`src/design/echo_command_link_sequencer_unit_macros.svh`:
```
// ----------------------------------------------------------------------------
// Assertion macros for the echo command link sequencer
// Concurrent checks clocked on clk and disabled while rst_n is low.
// ----------------------------------------------------------------------------
`ifndef ECHO_COMMAND_LINK_SEQUENCER_UNIT_MACROS_SVH
`define ECHO_COMMAND_LINK_SEQUENCER_UNIT_MACROS_SVH

`ifndef SYNTHESIS

// same-cycle implication
`define ECLS_ASSERT_IMP(lbl, ante, cons) \
  lbl: assert property (@(posedge clk) disable iff (!rst_n) (ante) |-> (cons)) \
    else $error("ecls assertion failed");

// next-cycle implication
`define ECLS_ASSERT_NXT(lbl, ante, cons) \
  lbl: assert property (@(posedge clk) disable iff (!rst_n) (ante) |=> (cons)) \
    else $error("ecls assertion failed");

`else

`define ECLS_ASSERT_IMP(lbl, ante, cons)
`define ECLS_ASSERT_NXT(lbl, ante, cons)

`endif

`endif

```
`src/design/ecls_pkg.sv`:
```
// ----------------------------------------------------------------------------
// ecls_pkg
// Types and constants shared by the echo command link sequencer.
// ----------------------------------------------------------------------------
package ecls_pkg;

  localparam int unsigned MAX_WORDS = 32;

  localparam logic [7:0] CH_YES = 8'h59;
  localparam logic [7:0] CH_NO  = 8'h4E;

  localparam logic [15:0] BYTE_TMO_RST  = 16'd10000;
  localparam logic [15:0] REPLY_TMO_RST = 16'd30000;

  // transfer modes
  localparam logic [1:0] MODE_ECHO  = 2'd0;
  localparam logic [1:0] MODE_REPLY = 2'd1;
  localparam logic [1:0] MODE_RECV  = 2'd2;
  localparam logic [1:0] MODE_SEND  = 2'd3;

  // result buffer
  localparam int unsigned RB_DEPTH = 8;
  localparam int unsigned RB_BURST = 4;
  localparam int unsigned RB_AW    = $clog2(RB_DEPTH);

  typedef enum logic [1:0] {
    REQ_START = 2'd0,
    REQ_BYTE  = 2'd1,
    REQ_TICK  = 2'd2,
    REQ_WORD  = 2'd3
  } req_t;

  typedef enum logic [1:0] {
    KIND_TX_BYTE = 2'd0,
    KIND_RX_WORD = 2'd1,
    KIND_FINISH  = 2'd2
  } kind_t;

  typedef enum logic [2:0] {
    ST_OK         = 3'd0,
    ST_TIMEOUT    = 3'd1,
    ST_MISMATCH   = 3'd2,
    ST_UNEXPECTED = 3'd3,
    ST_NO         = 3'd4,
    ST_BUSY       = 3'd5
  } status_t;

  typedef enum logic [2:0] {
    PH_IDLE  = 3'd0,
    PH_ECHO  = 3'd1,
    PH_RX    = 3'd2,
    PH_TX    = 3'd3,
    PH_REPLY = 3'd4
  } phase_t;

  typedef struct packed {
    logic [31:0] tx_word;
    logic [7:0]  rx_byte;
    logic [5:0]  word_count;
    logic [1:0]  xfer_mode;
    logic [7:0]  command_byte;
    req_t        req_type;
  } in_item_t;

  typedef struct packed {
    kind_t       kind;
    logic [7:0]  tx_byte;
    logic [31:0] rx_word;
    logic [4:0]  word_index;
    status_t     status;
    logic        last;
  } result_t;

  typedef struct packed {
    logic [2:0]                 cnt;
    result_t [RB_BURST-1:0]     item;
  } res_set_t;

  function automatic result_t mk_finish(status_t st);
    result_t r;
    r            = '0;
    r.kind       = KIND_FINISH;
    r.status     = st;
    r.last       = 1'b1;
    return r;
  endfunction

  function automatic result_t mk_tx_byte(logic [7:0] b, logic lst);
    result_t r;
    r         = '0;
    r.kind    = KIND_TX_BYTE;
    r.tx_byte = b;
    r.last    = lst;
    return r;
  endfunction

endpackage

```
`src/design/ecls_rbuf.sv`:
```
// ----------------------------------------------------------------------------
// ecls_rbuf
// Result queue: up to four results per accepted word, drains one a ready cycle.
// ----------------------------------------------------------------------------
`include "echo_command_link_sequencer_unit_macros.svh"

module ecls_rbuf
  import ecls_pkg::*;
(
  input  logic     clk,
  input  logic     rst_n,
  input  logic     push,
  input  res_set_t push_set,
  output logic     room,
  output logic     out_valid,
  input  logic     out_ready,
  output result_t  out_res
);

  result_t           mem [RB_DEPTH];
  logic [RB_AW-1:0]  wptr_r, wptr_nxt;
  logic [RB_AW-1:0]  rptr_r, rptr_nxt;
  logic [RB_AW:0]    cnt_r, cnt_nxt;
  logic [2:0]        push_n;
  logic              pop;

  assign push_n    = push ? push_set.cnt : 3'd0;
  assign out_valid = (cnt_r != '0);
  assign pop       = out_valid && out_ready;
  assign room      = (cnt_r <= (RB_AW+1)'(RB_DEPTH - RB_BURST));
  assign out_res   = mem[rptr_r];

  always_comb begin
    wptr_nxt = wptr_r + RB_AW'(push_n);
    rptr_nxt = rptr_r + RB_AW'(pop);
    cnt_nxt  = cnt_r + (RB_AW+1)'(push_n) - (RB_AW+1)'(pop);
  end

  always_ff @(posedge clk) begin
    for (int k = 0; k < RB_BURST; k++) begin
      if (k < int'(push_n)) begin
        mem[wptr_r + RB_AW'(k)] <= push_set.item[k];
      end
    end
  end

  always_ff @(posedge clk) begin
    if (!rst_n) begin
      wptr_r <= '0;
      rptr_r <= '0;
      cnt_r  <= '0;
    end else begin
      wptr_r <= wptr_nxt;
      rptr_r <= rptr_nxt;
      cnt_r  <= cnt_nxt;
    end
  end

  `ECLS_ASSERT_IMP(a_rb_bound, 1'b1, cnt_r <= (RB_AW+1)'(RB_DEPTH))
  `ECLS_ASSERT_IMP(a_rb_push_room, push_n != 3'd0, room)
  `ECLS_ASSERT_NXT(a_rb_pop_only, pop && (push_n == 3'd0), cnt_r == $past(cnt_r) - 1'b1)

endmodule

```
`src/design/ecls_core.sv`:
```
// ----------------------------------------------------------------------------
// ecls_core
// Exchange sequencer: phase, counters and results for one accepted word.
// ----------------------------------------------------------------------------
`include "echo_command_link_sequencer_unit_macros.svh"

module ecls_core
  import ecls_pkg::*;
(
  input  logic        clk,
  input  logic        rst_n,
  input  logic        accept,
  input  in_item_t    item,
  input  logic [15:0] byte_tmo,
  input  logic [15:0] reply_tmo,
  output res_set_t    res
);

  phase_t       phase_r, phase_nxt;
  logic [7:0]   cmd_r, cmd_nxt;
  logic [1:0]   mode_r, mode_nxt;
  logic [5:0]   wleft_r, wleft_nxt;
  logic [4:0]   wpos_r, wpos_nxt;
  logic [1:0]   bpos_r, bpos_nxt;
  logic [23:0]  shift_r, shift_nxt;
  logic [15:0]  ticks_r, ticks_nxt;

  logic [15:0]  ticks_inc;
  logic [15:0]  limit;
  logic         timed;
  logic         tmo_hit;
  logic [5:0]   wleft_dec;
  logic [5:0]   cnt_sat;

  assign ticks_inc = ticks_r + 16'd1;
  assign limit     = (phase_r == PH_REPLY) ? reply_tmo : byte_tmo;
  assign timed     = (phase_r == PH_ECHO) || (phase_r == PH_RX) || (phase_r == PH_REPLY);
  assign tmo_hit   = timed && (ticks_inc >= limit);
  assign wleft_dec = (wleft_r != 6'd0) ? wleft_r - 6'd1 : 6'd0;
  assign cnt_sat   = ({1'b0, item.word_count} > 7'(MAX_WORDS)) ? 6'(MAX_WORDS)
                                                                : item.word_count;

  // next state
  always_comb begin
    phase_nxt = phase_r;
    cmd_nxt   = cmd_r;
    mode_nxt  = mode_r;
    wleft_nxt = wleft_r;
    wpos_nxt  = wpos_r;
    bpos_nxt  = bpos_r;
    shift_nxt = shift_r;
    ticks_nxt = ticks_r;
    unique case (item.req_type)
      REQ_START: begin
        if (phase_r == PH_IDLE) begin
          cmd_nxt   = item.command_byte;
          mode_nxt  = item.xfer_mode;
          wleft_nxt = cnt_sat;
          wpos_nxt  = '0;
          bpos_nxt  = '0;
          shift_nxt = '0;
          ticks_nxt = '0;
          phase_nxt = PH_ECHO;
        end
      end
      REQ_TICK: begin
        if (timed) begin
          ticks_nxt = ticks_inc;
          if (tmo_hit) begin
            phase_nxt = PH_IDLE;
            ticks_nxt = '0;
          end
        end
      end
      REQ_WORD: begin
        if (phase_r == PH_TX) begin
          wleft_nxt = wleft_dec;
          wpos_nxt  = wpos_r + 5'd1;
          if (wleft_dec == 6'd0) begin
            phase_nxt = PH_REPLY;
            ticks_nxt = '0;
          end
        end
      end
      REQ_BYTE: begin
        unique case (phase_r)
          PH_ECHO: begin
            ticks_nxt = '0;
            if ((item.rx_byte != cmd_r) || (mode_r == MODE_ECHO)) begin
              phase_nxt = PH_IDLE;
            end else if ((mode_r == MODE_REPLY) || (wleft_r == 6'd0)) begin
              phase_nxt = PH_REPLY;
            end else begin
              phase_nxt = (mode_r == MODE_RECV) ? PH_RX : PH_TX;
            end
          end
          PH_RX: begin
            ticks_nxt = '0;
            if (bpos_r == 2'd3) begin
              wpos_nxt  = wpos_r + 5'd1;
              bpos_nxt  = '0;
              shift_nxt = '0;
              wleft_nxt = wleft_dec;
              if (wleft_dec == 6'd0) begin
                phase_nxt = PH_REPLY;
              end
            end else begin
              shift_nxt = {shift_r[15:0], item.rx_byte};
              bpos_nxt  = bpos_r + 2'd1;
            end
          end
          PH_REPLY: begin
            phase_nxt = PH_IDLE;
            ticks_nxt = '0;
          end
          default: begin
          end
        endcase
      end
      default: begin
      end
    endcase
  end

  // results
  always_comb begin
    res = '0;
    unique case (item.req_type)
      REQ_START: begin
        res.cnt = 3'd1;
        if (phase_r != PH_IDLE) begin
          res.item[0] = mk_finish(ST_BUSY);
        end else begin
          res.item[0] = mk_tx_byte(item.command_byte, 1'b1);
        end
      end
      REQ_TICK: begin
        if (tmo_hit) begin
          res.cnt     = 3'd1;
          res.item[0] = mk_finish(ST_TIMEOUT);
        end
      end
      REQ_WORD: begin
        if (phase_r == PH_TX) begin
          res.cnt     = 3'd4;
          res.item[0] = mk_tx_byte(item.tx_word[31:24], 1'b0);
          res.item[1] = mk_tx_byte(item.tx_word[23:16], 1'b0);
          res.item[2] = mk_tx_byte(item.tx_word[15:8], 1'b0);
          res.item[3] = mk_tx_byte(item.tx_word[7:0], 1'b1);
        end
      end
      REQ_BYTE: begin
        unique case (phase_r)
          PH_ECHO: begin
            if (item.rx_byte != cmd_r) begin
              res.cnt     = 3'd1;
              res.item[0] = mk_finish(ST_MISMATCH);
            end else if (mode_r == MODE_ECHO) begin
              res.cnt     = 3'd1;
              res.item[0] = mk_finish(ST_OK);
            end
          end
          PH_RX: begin
            if (bpos_r == 2'd3) begin
              res.cnt                = 3'd1;
              res.item[0].kind       = KIND_RX_WORD;
              res.item[0].rx_word    = {shift_r, item.rx_byte};
              res.item[0].word_index = wpos_r;
              res.item[0].status     = ST_OK;
              res.item[0].last       = 1'b1;
            end
          end
          PH_REPLY: begin
            res.cnt = 3'd1;
            if (item.rx_byte == CH_YES) begin
              res.item[0] = mk_finish(ST_OK);
            end else if (item.rx_byte == CH_NO) begin
              res.item[0] = mk_finish(ST_NO);
            end else begin
              res.item[0] = mk_finish(ST_UNEXPECTED);
            end
          end
          default: begin
          end
        endcase
      end
      default: begin
      end
    endcase
  end

  always_ff @(posedge clk) begin
    if (!rst_n) begin
      phase_r <= PH_IDLE;
      cmd_r   <= '0;
      mode_r  <= '0;
      wleft_r <= '0;
      wpos_r  <= '0;
      bpos_r  <= '0;
      shift_r <= '0;
      ticks_r <= '0;
    end else if (accept) begin
      phase_r <= phase_nxt;
      cmd_r   <= cmd_nxt;
      mode_r  <= mode_nxt;
      wleft_r <= wleft_nxt;
      wpos_r  <= wpos_nxt;
      bpos_r  <= bpos_nxt;
      shift_r <= shift_nxt;
      ticks_r <= ticks_nxt;
    end
  end

  `ECLS_ASSERT_NXT(a_idle_stays,
                   accept && (phase_r == PH_IDLE) && (item.req_type != REQ_START),
                   phase_r == PH_IDLE)
  `ECLS_ASSERT_NXT(a_start_echo,
                   accept && (phase_r == PH_IDLE) && (item.req_type == REQ_START),
                   (phase_r == PH_ECHO) && (ticks_r == 16'd0))
  `ECLS_ASSERT_IMP(a_rx_pos_zero,
                   (phase_r == PH_ECHO) || (phase_r == PH_TX) || (phase_r == PH_REPLY),
                   (bpos_r == 2'd0) && (shift_r == 24'd0))

endmodule

```
`src/design/echo_command_link_sequencer_unit.sv`:
```
// ----------------------------------------------------------------------------
// echo_command_link_sequencer_unit
// Host side of a byte-link echo/command exchange with per-wait timeouts.
// ----------------------------------------------------------------------------
// Input stream: one word per event (start, received link byte, 1 ms tick,
// word to transmit), kind in in_tuser. Output stream: bytes to put on the
// link, received words and one finish word with a status per exchange;
// kind in out_tuser, out_tlast marks the final result of an input word.
// APB port: byte timeout at 0x0, reply timeout at 0x4 (16 bits each).
// Results of an input word are queued when the word is accepted and leave
// the queue in order. An input word is taken every cycle while the result
// queue holds four or fewer entries; a word to transmit yields four results,
// which drain one per cycle while out_tready is high and set the sustained rate.
// Reset: phase returns to idle, counters clear, the result queue empties
// and the timeouts return to 10000 and 30000 ticks.
// Receiver stall: results stay queued (eight entries); once more than four
// are pending in_tready drops until the output drains.
// ----------------------------------------------------------------------------
module echo_command_link_sequencer_unit
  import ecls_pkg::*;
(
  input  logic        clk,
  input  logic        rst_n,
  // input stream
  input  logic        in_tvalid,
  output logic        in_tready,
  input  logic [55:0] in_tdata,   // command_byte, xfer_mode, word_count, rx_byte, tx_word
  input  logic [1:0]  in_tuser,   // req_type
  // result stream
  output logic        out_tvalid,
  input  logic        out_tready,
  output logic [47:0] out_tdata,  // tx_byte, rx_word, word_index, status
  output logic [1:0]  out_tuser,  // out_kind
  output logic        out_tlast,
  // configuration
  input  logic        cfg_psel,
  input  logic        cfg_penable,
  input  logic        cfg_pwrite,
  input  logic [2:0]  cfg_paddr,
  input  logic [31:0] cfg_pwdata,
  output logic [31:0] cfg_prdata,
  output logic        cfg_pready
);

  logic [15:0] byte_tmo_r;
  logic [15:0] reply_tmo_r;
  logic        cfg_wr;
  logic        accept;
  in_item_t    item;
  res_set_t    res;
  result_t     ores;
  logic        room;

  assign cfg_pready = 1'b1;
  assign cfg_wr     = cfg_psel && cfg_penable && cfg_pwrite && cfg_pready;
  assign cfg_prdata = cfg_paddr[2] ? {16'd0, reply_tmo_r} : {16'd0, byte_tmo_r};

  always_ff @(posedge clk) begin
    if (!rst_n) begin
      byte_tmo_r  <= BYTE_TMO_RST;
      reply_tmo_r <= REPLY_TMO_RST;
    end else if (cfg_wr) begin
      if (cfg_paddr[2]) begin
        reply_tmo_r <= cfg_pwdata[15:0];
      end else begin
        byte_tmo_r <= cfg_pwdata[15:0];
      end
    end
  end

  assign in_tready = room;
  assign accept    = in_tvalid && in_tready;

  always_comb begin
    item.req_type     = req_t'(in_tuser);
    item.command_byte = in_tdata[7:0];
    item.xfer_mode    = in_tdata[9:8];
    item.word_count   = in_tdata[15:10];
    item.rx_byte      = in_tdata[23:16];
    item.tx_word      = in_tdata[55:24];
  end

  ecls_core u_core (
    .clk       (clk),
    .rst_n     (rst_n),
    .accept    (accept),
    .item      (item),
    .byte_tmo  (byte_tmo_r),
    .reply_tmo (reply_tmo_r),
    .res       (res)
  );

  ecls_rbuf u_rbuf (
    .clk       (clk),
    .rst_n     (rst_n),
    .push      (accept),
    .push_set  (res),
    .room      (room),
    .out_valid (out_tvalid),
    .out_ready (out_tready),
    .out_res   (ores)
  );

  assign out_tuser = ores.kind;
  assign out_tlast = ores.last;
  assign out_tdata = {ores.status, ores.word_index, ores.rx_word, ores.tx_byte};

endmodule

```
`config.mk`:
```
export PLATFORM = sky130hd
export DESIGN_NAME = echo_command_link_sequencer_unit
export DESIGN_NICKNAME = d
export VERILOG_FILES = /design/src/design/ecls_pkg.sv /design/src/design/ecls_rbuf.sv /design/src/design/ecls_core.sv /design/src/design/echo_command_link_sequencer_unit.sv
export VERILOG_INCLUDE_DIRS = /design/src /design/src/design
export SDC_FILE = /design/constraint.sdc
export NUM_CORES = 1
export LEC_CHECK = 0
export BUFFER_PORTS_ARGS = -buffer_cell sky130_fd_sc_hd__buf_2
export CORE_MARGIN = 4
export CORE_UTILIZATION = 63
export CTS_BUF_LIST = sky130_fd_sc_hd__clkbuf_8
export CTS_CLUSTER_DIAMETER = 80
export CTS_CLUSTER_SIZE = 12
export DETAILED_ROUTE_END_ITERATION = 8
export PLACE_DENSITY = 0.84
export SLEW_MARGIN = 20
export SYNTH_ARGS = -nofsm -noshare
export SYNTH_HDL_FRONTEND = slang
export SYNTH_SLANG_ARGS = --single-unit
```
`constraint.sdc`:
```
create_clock -name clk -period 6.35 [get_ports clk]
set_input_delay 1.27 -clock clk [delete_from_list [all_inputs] [get_ports clk]]
set_output_delay 1.27 -clock clk [all_outputs]
set_load 0.05 [all_outputs]
```
==> reports/qor.csv <==
metric,value,unit
status,finished with violations,
failing checks,design-rule violations,
total iterations of the first detailed-routing run,9,
Leak,9.14,nW
Final #Nets,2766,
Antenna Nets Post-Route,0,
Final GP Congestion,0.967,
Synth Flop Type,dfxtp_1,
Synth async-reset ratio,0,
Diodes inserted,0,
CTS tree,yes,
DRT Wirelength,73.9,mm
Cells after Synth,2628,
first-pass GRT wire length,116,mm
CTS Hold Bufs,0,
PD cells,245,nW/µm²
Die Area,42400,µm²
crit-path max FO,8,
synth top area cells,"dfxtp_1 (36%), mux4_2 (9.3%), edfxtp_1 (8.8%)",
register area,11100,µm²
CP max-delay cell,a311oi_2,
Worst Skew,22.4,ps
Final period util,0.857,
Tot GR Track Use,0.342,
Die Width,206,µm
antenna violations before repair,1,
Resized cells post-CTS,0,
area grow syn2layout,6.57,%
CP Cell Sequence,ha_1 > nand3_1 > nor3_1 > nand3_1 > nor2_1 > xor2_1 > ha_1 > nand4_1 > nor3_1 > nand3b_1 > a311oi_2 > buf_4 > o2111a_1 > a21oi_1 > a21oi_1,
peak supply drop,0.176,mV
largest area contributor in the netlist,dfxtp_1,
1st-iter DRT viols,2590,
die extent in y,206,µm
Post-DP HPWL,44.5,mm
max-cap check violation count,0,
H-tree Lvls,2,
WHS,456,ps
Vias,21653,
"EDFF count, synth",72,
"Hold Violations, Final",0,
synthesized area,24700,µm²
family with the most delay on the worst path,compound AO/OA/AOI/OAI gates,
met2 Use GR,0.560,
Skew-Pair Late Insertion Delay,650,ps
GR Util met1,0.443,
CP Capture Type,register,
Yosys cell types,67,
Seq cells post-synth,516,
IO Count,186,
Max transition margin,0.203,
Worst Path Arrival,5900,ps
share of layout cells above drive strength 1,0.168,
Worst EP required,6800,ps
max-slew violations,0,
RSZ-0062 raised after global routing,no,
multi-input logic area,12700,µm²
clk sinks,516,
largest net degree at the start of global routing,86,
Period minus WS final,5440,ps
site row count,72,
TNS Setup,0,ps
Ys Warns,0,
clock edge transition at the registers on the reported setup and hold paths,80,ps
Slew @ Worst Pin,1190,ps
area share of the largest cell type after synthesis,0.360,
initial core utilization,0.637,
Clk Tree Root Cell,clkbuf_8,
vias in the first global route,21540,
Critical Path Source Type,register,
Critical path buffers and inverters,1,
core area,38700,µm²
sequential area share after synthesis,0.448,
drt wl/cell,23.4,µm
CP Class,register to register,
Post CTS Setup Buffer Count,0,
Mean Syn Cell Area,9.40,µm²
routed vias/inst,6.85,
# fillers,3074,
number of I/O port buffers,150,
Peak Freq,0.184,GHz
Hold Crit Class,register to register,
GRT Max-Usage Layer,met2,
Commonest cells post-synth,"dfxtp_1 (444), o21ai_0 (325), nand2_1 (278), nand3_1 (267), clkbuf_1 (170)",
most common cell in the netlist,dfxtp_1,
CTS Buf Count,48,
grt ovf,0,
Clock Tree Buf Depth,3,
met3 usage,0.0678,
# DRC,2,
final setup vio count,0,
Crit path largest cell delay,980,ps
[power by group]
group | switching (mW) | leakage [nW] | internal (mW)
logic | 0.690 | 4.47 | 0.481
clock network | 1.09 | 0.401 | 0.700
registers | 0.147 | 4.27 | 3.35
[cell type report]
class | count | share of cell area
Tap cell | 518 | 0.0246
Timing Repair Buffer | 189 | 0.0406
Inverter | 24 | 0.00342
Clock buffer | 49 | 0.0256
Multi-Input combinational cell | 1855 | 0.484
Sequential cell | 516 | 0.420
Clock inverter | 9 | 0.00195
[cell usage in the layout (no fill, tap or decap), types with 49 or more instances in the layout]
master / netlist / layout
a21oi_1: 159 / 153
o21ai_0: 325 / 323
edfxtp_1: 72 / 72
nand3_1: 267 / 267
nand2_1: 278 / 278
mux2_2: 68 / 68
nor2_1: 85 / 83
a21boi_0: 69 / 69
clkbuf_8: 0 / 49
nand3b_1: 123 / 123
dfxtp_1: 444 / 441
o22ai_1: 65 / 65
buf_2: 21 / 150
mux4_2: 102 / 102
[state kept, by name, summed over array words and instances, names as in the netlist]
name,count
u_core.phase_r,3
u_core.bpos_r,2
u_core.wleft_r,6
u_rbuf.cnt_r,4
u_rbuf.rptr_r,3
u_core.cmd_r,8
u_core.shift_r,24
u_core.wpos_r,5
u_rbuf.wptr_r,3
u_rbuf.mem,408
byte_tmo_r,16
u_core.ticks_r,16
u_core.mode_r,2
reply_tmo_r,16
[cell families after synthesis]
kind of cell             after synthesis  share of synthesized area
multiplexers                         187                      0.131
AND/OR/NAND/NOR                      881                      0.181
other                                  2                   0.000304
flip-flops                           516                      0.448
AO/OA/AOI/OAI                        699                      0.164
buffers and inverters                272                     0.0467
XOR/XNOR                              39                     0.0138
adder cells (fa/ha/maj)               32                     0.0165
[layer usage]
metal / vias to the layer above / share of wire
li1: 9534 / -
met1: 10372 / 0.37
met2: 1470 / 0.47
met3: 275 / 0.11
met4: 2 / 0.044
met5: - / 0.000095
[through the flow]
step / setup WS, ps / cells / power, mW / util / area, µm²
2_1_floorplan: 1890 / 2643 / 4.44 / - / 24700
3_3_place_gp: 1230 / 3102 / 4.72 / 0.660 / 25600
3_5_place_dp: 1100 / 3102 / 4.74 / 0.660 / 25600
4_1_cts: 1040 / 3160 / 6.47 / 0.679 / 26300
5_1_grt: 530 / 3160 / 6.68 / 0.679 / 26300
6_report: 907 / 3160 / 6.46 / 0.679 / 26300
[worst reg2reg max path, delay by kind of cell, from the launching register on]
family	cells	cell delay, ps
DFF	1	430
and+or+nand+nor	7	1850
adders and majority gates	2	580
AOI/OAI and AO/OA	4	1970
buffers and inverters	1	290
xor gates and xnor gates	1	110
[path summary, 6_finish.rpt]
kind | from | endpoint | slack [ps] | cells past startpoint
min | u_rbuf.mem[0][24]$_SDFFE_PP0P_ | u_rbuf.mem[0][24]$_SDFFE_PP0P_ | 460 | 2
max | u_core.ticks_r[0]$_SDFFE_PN0P_ | u_rbuf.mem[4][47]$_DFFE_PP_ | 910 | 15
min reg2reg | u_rbuf.mem[0][24]$_SDFFE_PP0P_ | u_rbuf.mem[0][24]$_SDFFE_PP0P_ | 460 | 2
max reg2reg | u_core.ticks_r[0]$_SDFFE_PN0P_ | u_rbuf.mem[4][47]$_DFFE_PP_ | 910 | 15
No activity file was read; power rests on OpenSTA's default activity.
